$ cat src/delimited_field_select_assert.svh
// Assertion macros for the delimited field select block.
// Used by modules that have i_clk and i_rst_n in scope.
`ifndef DELIMITED_FIELD_SELECT_ASSERT_SVH
`define DELIMITED_FIELD_SELECT_ASSERT_SVH
`ifndef NO_ASSERTIONS
`define DFS_ASSERT_IMP(name, ante, cons) \
    name: assert property (@(posedge i_clk) disable iff (!i_rst_n) (ante) |-> (cons)) \
        else $error("dfs: implication check failed");
`define DFS_ASSERT_NXT(name, ante, cons) \
    name: assert property (@(posedge i_clk) disable iff (!i_rst_n) (ante) |=> (cons)) \
        else $error("dfs: next-cycle check failed");
`else
`define DFS_ASSERT_IMP(name, ante, cons)
`define DFS_ASSERT_NXT(name, ante, cons)
`endif
`endif

$ cat src/dfs_pkg.sv
// Shared types and constants of the delimited field select block.
// No dependencies.
`timescale 1ns / 1ps
package dfs_pkg;

    localparam int LINE_BYTES_DEF  = 255;
    localparam int MASK_FIELDS_DEF = 64;

    localparam logic [7:0] NEWLINE_BYTE = 8'd10;
    localparam logic [6:0] FIELD_MAX    = 7'd127;
    localparam logic [3:0] WORD_BYTES   = 4'd8;

    localparam int CFG_IDX_W  = 3;
    localparam int CFG_DATA_W = 64;

    localparam logic [CFG_IDX_W-1:0] CFG_FIELD_DELIM = 3'd0;
    localparam logic [CFG_IDX_W-1:0] CFG_LINE_DELIM  = 3'd1;
    localparam logic [CFG_IDX_W-1:0] CFG_FIELD_MASK  = 3'd2;
    localparam logic [CFG_IDX_W-1:0] CFG_OPEN_FROM   = 3'd3;
    localparam logic [CFG_IDX_W-1:0] CFG_SUPPRESS    = 3'd4;

    localparam logic [7:0] FIELD_DELIM_RST = 8'd9;
    localparam logic [7:0] LINE_DELIM_RST  = 8'd10;

    localparam int TDATA_W = 72;
    localparam int TUSER_W = 2;

    typedef struct packed {
        logic [63:0] bytes;
        logic [3:0]  count;
        logic        last;
        logic        line_end;
        logic        ovf;
    } t_result;

endpackage

$ cat src/delimited_field_select.sv
// Top level of the delimited field select block: control, configuration,
// line buffer and result queue. Depends on dfs_pkg, dfs_line_buf, dfs_out_fifo.
`timescale 1ns / 1ps
// Takes one text byte per transaction and emits the bytes of the selected
// fields in results of up to eight bytes. A byte that yields at most one output
// byte is taken every cycle while the result queue has room. Bytes before the
// first field delimiter of a line are held in the line buffer; when that head
// is released (first field delimiter with field 1 selected, or a line end with
// no delimiter and suppression off) input stalls while the buffer is read back
// through its single read port, one byte a cycle save while a word is queued.
`include "delimited_field_select_assert.svh"
module delimited_field_select
    import dfs_pkg::*;
#(
    parameter int LINE_BYTES  = LINE_BYTES_DEF,
    parameter int MASK_FIELDS = MASK_FIELDS_DEF
) (
    input  logic                  i_clk,
    input  logic                  i_rst_n,
    input  logic                  i_cfg_wr_en,
    input  logic [CFG_IDX_W-1:0]  i_cfg_index,
    input  logic [CFG_DATA_W-1:0] i_cfg_wdata,
    input  logic                  s_axis_tvalid,
    output logic                  s_axis_tready,
    input  logic [7:0]            s_axis_tdata,  // [7:0] in_byte
    output logic                  m_axis_tvalid,
    input  logic                  m_axis_tready,
    output logic [TDATA_W-1:0]    m_axis_tdata,  // [63:0] out_bytes, [67:64] out_count
    output logic                  m_axis_tlast,
    output logic [TUSER_W-1:0]    m_axis_tuser   // [0] line_end, [1] overflowed
);

    localparam int HC_W = $clog2(LINE_BYTES + 1);
    localparam int AW   = $clog2(LINE_BYTES);

    localparam logic [0:0] ST_RUN   = 1'b0;
    localparam logic [0:0] ST_FLUSH = 1'b1;

    logic [7:0]  r_field_delim;
    logic [7:0]  r_line_delim;
    logic [63:0] r_mask;
    logic [6:0]  r_open_from;
    logic        r_suppress;

    logic [0:0]      r_state, n_state;
    logic [6:0]      r_fnum, n_fnum;
    logic            r_delim, n_delim;
    logic            r_earlier, n_earlier;
    logic [HC_W-1:0] r_held_cnt, n_held_cnt;
    logic            r_ovf, n_ovf;
    logic            r_line_done, n_line_done;
    logic            r_tail_pend, n_tail_pend;
    logic            r_rd_pend, n_rd_pend;
    logic [3:0]      r_wcnt, n_wcnt;
    logic [HC_W-1:0] r_rd_idx, n_rd_idx;
    logic [63:0]     r_word, n_word;
    logic [7:0]      r_tail_byte, n_tail_byte;

    logic       w_acc, w_full, w_push, w_res_valid;
    t_result    w_push_data, w_res;
    logic       w_mem_we, w_issue, w_remaining, w_more_held, w_take_tail;
    logic [7:0] w_rd_data, w_byte, b;
    logic [6:0] w_fn_inc;
    logic       w_sel_fn, w_sel_inc, w_sel_one;

    function automatic logic f_sel(input logic [6:0] k, input logic [63:0] mask,
                                   input logic [6:0] open_from);
        logic [6:0] km1;
        logic       hit;
        km1 = k - 7'd1;
        hit = (k != 7'd0) && (k <= 7'(MASK_FIELDS)) && mask[km1[5:0]];
        return hit || ((open_from != 7'd0) && (k >= open_from));
    endfunction

    assign b         = s_axis_tdata;
    assign s_axis_tready = (r_state == ST_RUN) && !w_full;
    assign w_acc     = s_axis_tvalid && s_axis_tready;
    assign w_fn_inc  = (r_fnum < FIELD_MAX) ? r_fnum + 7'd1 : r_fnum;
    assign w_sel_fn  = f_sel(r_fnum, r_mask, r_open_from);
    assign w_sel_inc = f_sel(w_fn_inc, r_mask, r_open_from);
    assign w_sel_one = f_sel(7'd1, r_mask, r_open_from);

    assign w_more_held = (r_rd_idx < r_held_cnt);
    assign w_remaining = r_rd_pend || w_more_held || r_tail_pend;
    assign w_issue     = (r_state == ST_FLUSH) && w_more_held
                         && (({1'b0, r_wcnt} + {4'b0, r_rd_pend}) < 5'd8);
    assign w_take_tail = (r_state == ST_FLUSH) && !r_rd_pend && !w_more_held
                         && r_tail_pend && (r_wcnt < WORD_BYTES);
    assign w_byte      = r_rd_pend ? w_rd_data : r_tail_byte;

    always_comb begin
        n_state     = r_state;
        n_fnum      = r_fnum;
        n_delim     = r_delim;
        n_earlier   = r_earlier;
        n_held_cnt  = r_held_cnt;
        n_ovf       = r_ovf;
        n_line_done = r_line_done;
        n_tail_pend = r_tail_pend;
        n_rd_pend   = 1'b0;
        n_wcnt      = r_wcnt;
        n_rd_idx    = r_rd_idx;
        n_word      = r_word;
        n_tail_byte = r_tail_byte;
        w_mem_we    = 1'b0;
        w_push      = 1'b0;
        w_push_data = '{bytes: {56'd0, b}, count: 4'd1, last: 1'b1,
                        line_end: 1'b0, ovf: r_ovf};

        unique case (r_state)
            ST_RUN: begin
                if (w_acc) begin
                    if (b == r_line_delim) begin
                        if (!r_delim && !r_suppress) begin
                            n_state     = ST_FLUSH;
                            n_rd_idx    = '0;
                            n_wcnt      = 4'd0;
                            n_word      = '0;
                            n_tail_pend = 1'b1;
                            n_tail_byte = b;
                            n_line_done = 1'b1;
                        end else begin
                            if (r_delim) begin
                                w_push = 1'b1;
                                w_push_data.bytes    = {56'd0, w_sel_fn ? b : NEWLINE_BYTE};
                                w_push_data.line_end = 1'b1;
                            end
                            n_fnum     = 7'd1;
                            n_delim    = 1'b0;
                            n_earlier  = 1'b0;
                            n_held_cnt = '0;
                            n_ovf      = 1'b0;
                        end
                    end else if (b == r_field_delim) begin
                        n_fnum  = w_fn_inc;
                        n_delim = 1'b1;
                        if (!r_delim) begin
                            if (w_sel_one) begin
                                n_state     = ST_FLUSH;
                                n_rd_idx    = '0;
                                n_wcnt      = 4'd0;
                                n_word      = '0;
                                n_tail_pend = w_sel_inc;
                                n_tail_byte = b;
                                n_line_done = 1'b0;
                                n_earlier   = 1'b1;
                            end else if (w_sel_inc) begin
                                n_earlier = 1'b1;
                            end
                        end else if (w_sel_inc) begin
                            w_push    = r_earlier;
                            n_earlier = 1'b1;
                        end
                    end else if (!r_delim) begin
                        if (r_held_cnt < HC_W'(LINE_BYTES)) begin
                            w_mem_we   = 1'b1;
                            n_held_cnt = r_held_cnt + HC_W'(1);
                        end else begin
                            n_ovf = 1'b1;
                        end
                    end else begin
                        w_push = w_sel_fn;
                    end
                end
            end
            ST_FLUSH: begin
                n_rd_pend = w_issue;
                if (w_issue) begin
                    n_rd_idx = r_rd_idx + HC_W'(1);
                end
                if (r_rd_pend || w_take_tail) begin
                    n_word[{r_wcnt[2:0], 3'b000} +: 8] = w_byte;
                    n_wcnt = r_wcnt + 4'd1;
                    if (w_take_tail) begin
                        n_tail_pend = 1'b0;
                    end
                end else if (r_wcnt == WORD_BYTES || !w_remaining) begin
                    if (r_wcnt != 4'd0) begin
                        w_push = !w_full;
                        w_push_data = '{bytes: r_word, count: r_wcnt, last: !w_remaining,
                                        line_end: !w_remaining && r_line_done, ovf: r_ovf};
                    end
                    if (w_push) begin
                        n_wcnt = 4'd0;
                        n_word = '0;
                    end
                    if (!w_remaining && (w_push || r_wcnt == 4'd0)) begin
                        n_state = ST_RUN;
                        if (r_line_done) begin
                            n_fnum     = 7'd1;
                            n_delim    = 1'b0;
                            n_earlier  = 1'b0;
                            n_held_cnt = '0;
                            n_ovf      = 1'b0;
                        end
                    end
                end
            end
            default: begin
                n_state = ST_RUN;
            end
        endcase
    end

    always_ff @(posedge i_clk) begin
        if (!i_rst_n) begin
            r_field_delim <= FIELD_DELIM_RST;
            r_line_delim  <= LINE_DELIM_RST;
            r_mask        <= '0;
            r_open_from   <= '0;
            r_suppress    <= 1'b0;
        end else if (i_cfg_wr_en) begin
            unique case (i_cfg_index)
                CFG_FIELD_DELIM: r_field_delim <= i_cfg_wdata[7:0];
                CFG_LINE_DELIM:  r_line_delim  <= i_cfg_wdata[7:0];
                CFG_FIELD_MASK:  r_mask        <= i_cfg_wdata;
                CFG_OPEN_FROM:   r_open_from   <= i_cfg_wdata[6:0];
                CFG_SUPPRESS:    r_suppress    <= i_cfg_wdata[0];
                default: begin
                end
            endcase
        end
    end

    always_ff @(posedge i_clk) begin
        if (!i_rst_n) begin
            r_state     <= ST_RUN;
            r_fnum      <= 7'd1;
            r_delim     <= 1'b0;
            r_earlier   <= 1'b0;
            r_held_cnt  <= '0;
            r_ovf       <= 1'b0;
            r_line_done <= 1'b0;
            r_tail_pend <= 1'b0;
            r_rd_pend   <= 1'b0;
            r_wcnt      <= 4'd0;
        end else begin
            r_state     <= n_state;
            r_fnum      <= n_fnum;
            r_delim     <= n_delim;
            r_earlier   <= n_earlier;
            r_held_cnt  <= n_held_cnt;
            r_ovf       <= n_ovf;
            r_line_done <= n_line_done;
            r_tail_pend <= n_tail_pend;
            r_rd_pend   <= n_rd_pend;
            r_wcnt      <= n_wcnt;
        end
    end

    always_ff @(posedge i_clk) begin
        r_rd_idx    <= n_rd_idx;
        r_word      <= n_word;
        r_tail_byte <= n_tail_byte;
    end

    dfs_line_buf #(
        .DEPTH (LINE_BYTES),
        .AW    (AW)
    ) u_line_buf (
        .i_clk     (i_clk),
        .i_wr_en   (w_mem_we),
        .i_wr_addr (r_held_cnt[AW-1:0]),
        .i_wr_data (b),
        .i_rd_en   (w_issue),
        .i_rd_addr (r_rd_idx[AW-1:0]),
        .o_rd_data (w_rd_data)
    );

    dfs_out_fifo u_out_fifo (
        .i_clk       (i_clk),
        .i_rst_n     (i_rst_n),
        .i_push      (w_push),
        .i_push_data (w_push_data),
        .o_full      (w_full),
        .o_valid     (w_res_valid),
        .o_data      (w_res),
        .i_ready     (m_axis_tready)
    );

    assign m_axis_tvalid = w_res_valid;
    assign m_axis_tdata  = {4'd0, w_res.count, w_res.bytes};
    assign m_axis_tlast  = w_res.last;
    assign m_axis_tuser  = {w_res.ovf, w_res.line_end};

    `DFS_ASSERT_IMP(a_push_room, w_push, !w_full)
    `DFS_ASSERT_IMP(a_pend_room, r_rd_pend, r_wcnt < WORD_BYTES)
    `DFS_ASSERT_IMP(a_held_bound, 1'b1, r_held_cnt <= HC_W'(LINE_BYTES))
    `DFS_ASSERT_NXT(a_flush_stall, r_state == ST_FLUSH, !w_acc || (r_state == ST_RUN))

endmodule

$ cat src/dfs_line_buf.sv
// Line buffer holding the undelimited head of a line.
// Single write port, single registered read port. Depends on nothing.
`timescale 1ns / 1ps
module dfs_line_buf #(
    parameter int DEPTH = 255,
    parameter int AW    = 8
) (
    input  logic          i_clk,
    input  logic          i_wr_en,
    input  logic [AW-1:0] i_wr_addr,
    input  logic [7:0]    i_wr_data,
    input  logic          i_rd_en,
    input  logic [AW-1:0] i_rd_addr,
    output logic [7:0]    o_rd_data
);

    logic [7:0] r_mem [DEPTH];
    logic [7:0] r_rd_data;

    always_ff @(posedge i_clk) begin
        if (i_wr_en) begin
            r_mem[i_wr_addr] <= i_wr_data;
        end
    end

    always_ff @(posedge i_clk) begin
        if (i_rd_en) begin
            r_rd_data <= r_mem[i_rd_addr];
        end
    end

    assign o_rd_data = r_rd_data;

endmodule

$ cat src/dfs_out_fifo.sv
// Two-entry result queue in front of the output stream.
// Depends on dfs_pkg and the assertion header.
`timescale 1ns / 1ps
`include "delimited_field_select_assert.svh"
module dfs_out_fifo
    import dfs_pkg::*;
(
    input  logic    i_clk,
    input  logic    i_rst_n,
    input  logic    i_push,
    input  t_result i_push_data,
    output logic    o_full,
    output logic    o_valid,
    output t_result o_data,
    input  logic    i_ready
);

    t_result    r_ent [2];
    logic       r_wp, n_wp;
    logic       r_rp, n_rp;
    logic [1:0] r_cnt, n_cnt;
    logic       w_pop;

    assign w_pop   = (r_cnt != 2'd0) && i_ready;
    assign o_full  = (r_cnt == 2'd2);
    assign o_valid = (r_cnt != 2'd0);
    assign o_data  = r_ent[r_rp];

    always_comb begin
        n_wp  = i_push ? ~r_wp : r_wp;
        n_rp  = w_pop ? ~r_rp : r_rp;
        n_cnt = r_cnt + {1'b0, i_push} - {1'b0, w_pop};
    end

    always_ff @(posedge i_clk) begin
        if (!i_rst_n) begin
            r_wp  <= 1'b0;
            r_rp  <= 1'b0;
            r_cnt <= 2'd0;
        end else begin
            r_wp  <= n_wp;
            r_rp  <= n_rp;
            r_cnt <= n_cnt;
        end
    end

    always_ff @(posedge i_clk) begin
        if (i_push) begin
            r_ent[r_wp] <= i_push_data;
        end
    end

    `DFS_ASSERT_IMP(a_cnt_range, 1'b1, r_cnt != 2'd3)
    `DFS_ASSERT_IMP(a_ptr_gap, r_cnt == 2'd1, r_wp != r_rp)

endmodule
$ cat config.mk
export PLATFORM = sky130hd
export DESIGN_NAME = delimited_field_select
export DESIGN_NICKNAME = d
export VERILOG_FILES = /design/src/dfs_pkg.sv /design/src/delimited_field_select.sv /design/src/dfs_line_buf.sv /design/src/dfs_out_fifo.sv
export VERILOG_INCLUDE_DIRS = /design/src /design/src/src
export SDC_FILE = /design/constraint.sdc
export NUM_CORES = 2
export LEC_CHECK = 0
export BUFFER_PORTS_ARGS = -buffer_cell sky130_fd_sc_hd__buf_2
export CORE_MARGIN = 3
export CORE_UTILIZATION = 30
export CTS_CLUSTER_SIZE = 14
export DETAILED_ROUTE_END_ITERATION = 12
export GPL_TIMING_DRIVEN = 1
export HOLD_SLACK_MARGIN = 0.08
export PLACE_DENSITY_LB_ADDON = 0.1
export SETUP_SLACK_MARGIN = 0.3
export SYNTH_ARGS = -nofsm -noshare
export SYNTH_HDL_FRONTEND = slang
export SYNTH_HIERARCHICAL = 1
export SYNTH_SLANG_ARGS = --single-unit
$ cat constraint.sdc
create_clock -name i_clk -period 6.9 [get_ports i_clk]
set_input_delay 0.345 -clock i_clk [delete_from_list [all_inputs] [get_ports i_clk]]
set_output_delay 0.345 -clock i_clk [all_outputs]
set_load 0.01 [all_outputs]
==> impl_metrics.toml <==
[run_status]
status = "complete, but fails checks"
violations = "antenna rules"

[clock_network]
cts_sinks = 2389
cts_root_buffer = "clkbuf_16"
post_cts_resized = 0
post_cts_buffers = 0
clk_path_buf_depth = 4
h-tree-depth = 5
clk_pin_slew_ns = 0.06
tritoncts = "done"
cts_inserted_buffers = 276
clock_latency_ns = 0.89
cts_hold_buf = 83

[min_path]
hp-start = "i_cfg_wdata[60]"
hp-class = "primary input to flip-flop"

[pwr]
ir_worst_vdd_mv = 0.159
p_leak_nw = 34.6
p_per_area_mw_per_mm2 = 275

[timing]
whs_ns = 0.252
slew_headroom = 0.0420
setup_ws_ns = 1.14
rsz0062_at_grt = "no"
fmax_ghz = 0.174
skew_ns = 0.0634
min_period_ns = 5.76
fin_crit_sh = 0.835
fin_setup_tns_ns = 0
worst_pin_slew_ns = 1.43
slew_viol_final = 0
setup_viol = 0
hold_violations = 0

[drt]
wl_per_cell_um = 29.9
dr.pass1.iters = 5
vias = 52500
viasPerCell = 5.12
routed_wl_um = 306000
drtIter0Drc = 4553
ant_nets = 1
drc = 0

[setup_path]
crit_path_frequent_cell = "buf_4"
cp.arrival_ns = 6.24
path_class = "flip-flop to flip-flop"
max_stage_delay_ns = 0.88
r2r-start = "r_fnum[1]"
crit_start = "r_fnum[1]"
critPathMaxFanout = 69
slowest_stage = "ha_1"
worst_setup_path_start_kind = "flip-flop"
cp-end-kind = "flip-flop"
worstPathCellList = "inv_1 > ha_1 > nand2b_1 > nor2_1 > o21ai_0 > o221ai_1 > a21oi_1 > a311oi_1 > nor3_1 > nor4b_1 > buf_4 > o41ai_1 > nor2b_4 > buf_4"
critPathRequiredTime_ns = 7.38

[logic_synthesis]
synth_edf_count = 2270
synth_compound_area_frac = 0.0441
yosys.area_share.simple = 0.0524
synth_top_family_by_area = "multiplexers"
async_flop_share = 0
ys.flop_type = "edfxtp_1"
synthAdderAreaFrac = 0.00355
synth_mux_area_frac = 0.145
synth-xor-area-share = 0.00339
syn-mean-instance-area_um2 = 18.0
syn_inst = 5398
yosysSeqAreaShare = 0.726
synth.distinct_cells = 90
ys_warn_count = 6
ys_seq_elements = 2389
syn-cell-area_mm2 = 0.0971

[die]
die_y_um = 575
start_util = 0.302
die_area_mm2 = 0.331
ioPinCount = 157
fp-row-count = 208
coreArea_mm2 = 0.322
die_w_um = 575

[final_layout]
final_core_util = 0.348
final_cells = 10300
nets = 5835
syn_to_final_growth_pct = 15.2
nFillCells = 30600
mostFrequentLayoutCell = "edfxtp_1"
layout-drive-gt1-share = 0.201
final_cell_mix = "edfxtp_1, nor2_1, mux4_2, nand2_1, clkbuf_16"

[global_routing]
grt_pass1_vias = 53100
grt_remaining_overflow = 0
grt_pass1_wl_um = 429000
grt_util_all_layers = 0.181
antenna_found_initial = 27
grt_max_degree = 138

[flow_run]
maxCapViolations = 0

[placement]
gp_congestion = 0.820
io_buffers = 152
place_hpwl_um = 192000
dp_slack_ns = 1.16
place_inst = 9673
==> stage by stage <==
stage	instance area (um^2)	total power, mW
after floorplan	97200	16.6
after global placement	102000	17.0
after detailed placement	102000	17.0
after CTS	112000	31.2
after global routing	112000	31.9
final	112000	30.8
==> cell type report <==
cell class	instances	area, um^2	area share
diodes	11	27.5	0.000246
clock buffers	344	7210	0.0645
clock inverters	141	1320	0.0118
inverters	38	150	0.00134
multi-input cells	2639	24200	0.217
flip-flops and latches	2389	70600	0.631
well taps	4305	5390	0.0481
repair buffers	385	3000	0.0268
==> kinds of logic (layout without fill, tap and decap cells) <==
family	after synthesis	after routing
simple gates	1155	1155
compound gates	640	640
xor+xnor	36	36
buf+inv	373	908
flops	2389	2389
mux	776	776
other cells	1	15
fa+ha+maj	28	28
==> layer usage <==
layer	vias up	GRT usage	wire length (um)
li1	22300	-	-
met1	28200	0.258	138000
met2	1571	0.290	144000
met3	353	0.0307	17900
met4	4	0.0400	6760
met5	-	0	26
==> synth_stat cells, drive strengths merged, types with 25 or more instances <==
cell type / instances / area share
nand3: 88 / 0.0045
o22ai: 63 / 0.0041
ha: 26 / 0.0033
nor3: 42 / 0.0023
nand2: 366 / 0.014
mux2i: 231 / 0.024
a211oi: 75 / 0.0058
clkbuf: 161 / 0.0071
edfxtp: 2270 / 0.70
a31oi: 25 / 0.0016
xor2: 26 / 0.0023
a22oi: 29 / 0.0023
mux4: 459 / 0.11
dfxtp: 119 / 0.025
a21oi: 187 / 0.0096
and2: 79 / 0.0051
mux2: 86 / 0.013
buf: 173 / 0.016
nor2b: 28 / 0.0018
o221ai: 66 / 0.0060
o21ai: 71 / 0.0037
inv: 35 / 0.0014
nor2: 440 / 0.017
==> sequential cells by signal (all words and copies together) (netlist names), 8 cells and up, named ones only <==
register / cells
u_out_fifo/r_ent: 142
r_word: 64
r_tail_byte: 8
u_line_buf/r_mem: 2040
r_mask: 64
r_field_delim: 8
r_rd_idx: 8
r_held_cnt: 8
u_line_buf/o_rd_data: 8
r_line_delim: 8
==> critical path: cells and delay by family (launching register included) <==
| kind | cells | cell delay (ns) |
|---|---|---|
| and+or+nand+nor | 5 | 1.24 |
| AOI/OAI and AO/OA | 5 | 1.54 |
| buffers and inverters | 3 | 1.02 |
| adders and majority gates | 1 | 0.88 |
| DFF | 1 | 0.55 |
==> report_power, final <==
group	switching, mW	leakage, nW	total [mW]	internal (mW)
sequential	0.0383	21.5	15.9	15.9
combinational	0.543	8.92	0.828	0.286
clock	6.02	4.15	14.0	8.00
total	6.60	34.6	30.8	24.2
==> worst paths after layout <==
path / end / slack, ns / depth (start not counted)
worst max-delay path: u_out_fifo/r_ent[0][39] / 1.14 / 14
worst min-delay path: r_mask[60] / 0.25 / 4
worst max register to register: u_out_fifo/r_ent[0][39] / 1.14 / 14
worst min register to register: flip-flop / 0.47 / 2
Note: power is estimated with default switching activity, not from simulation.
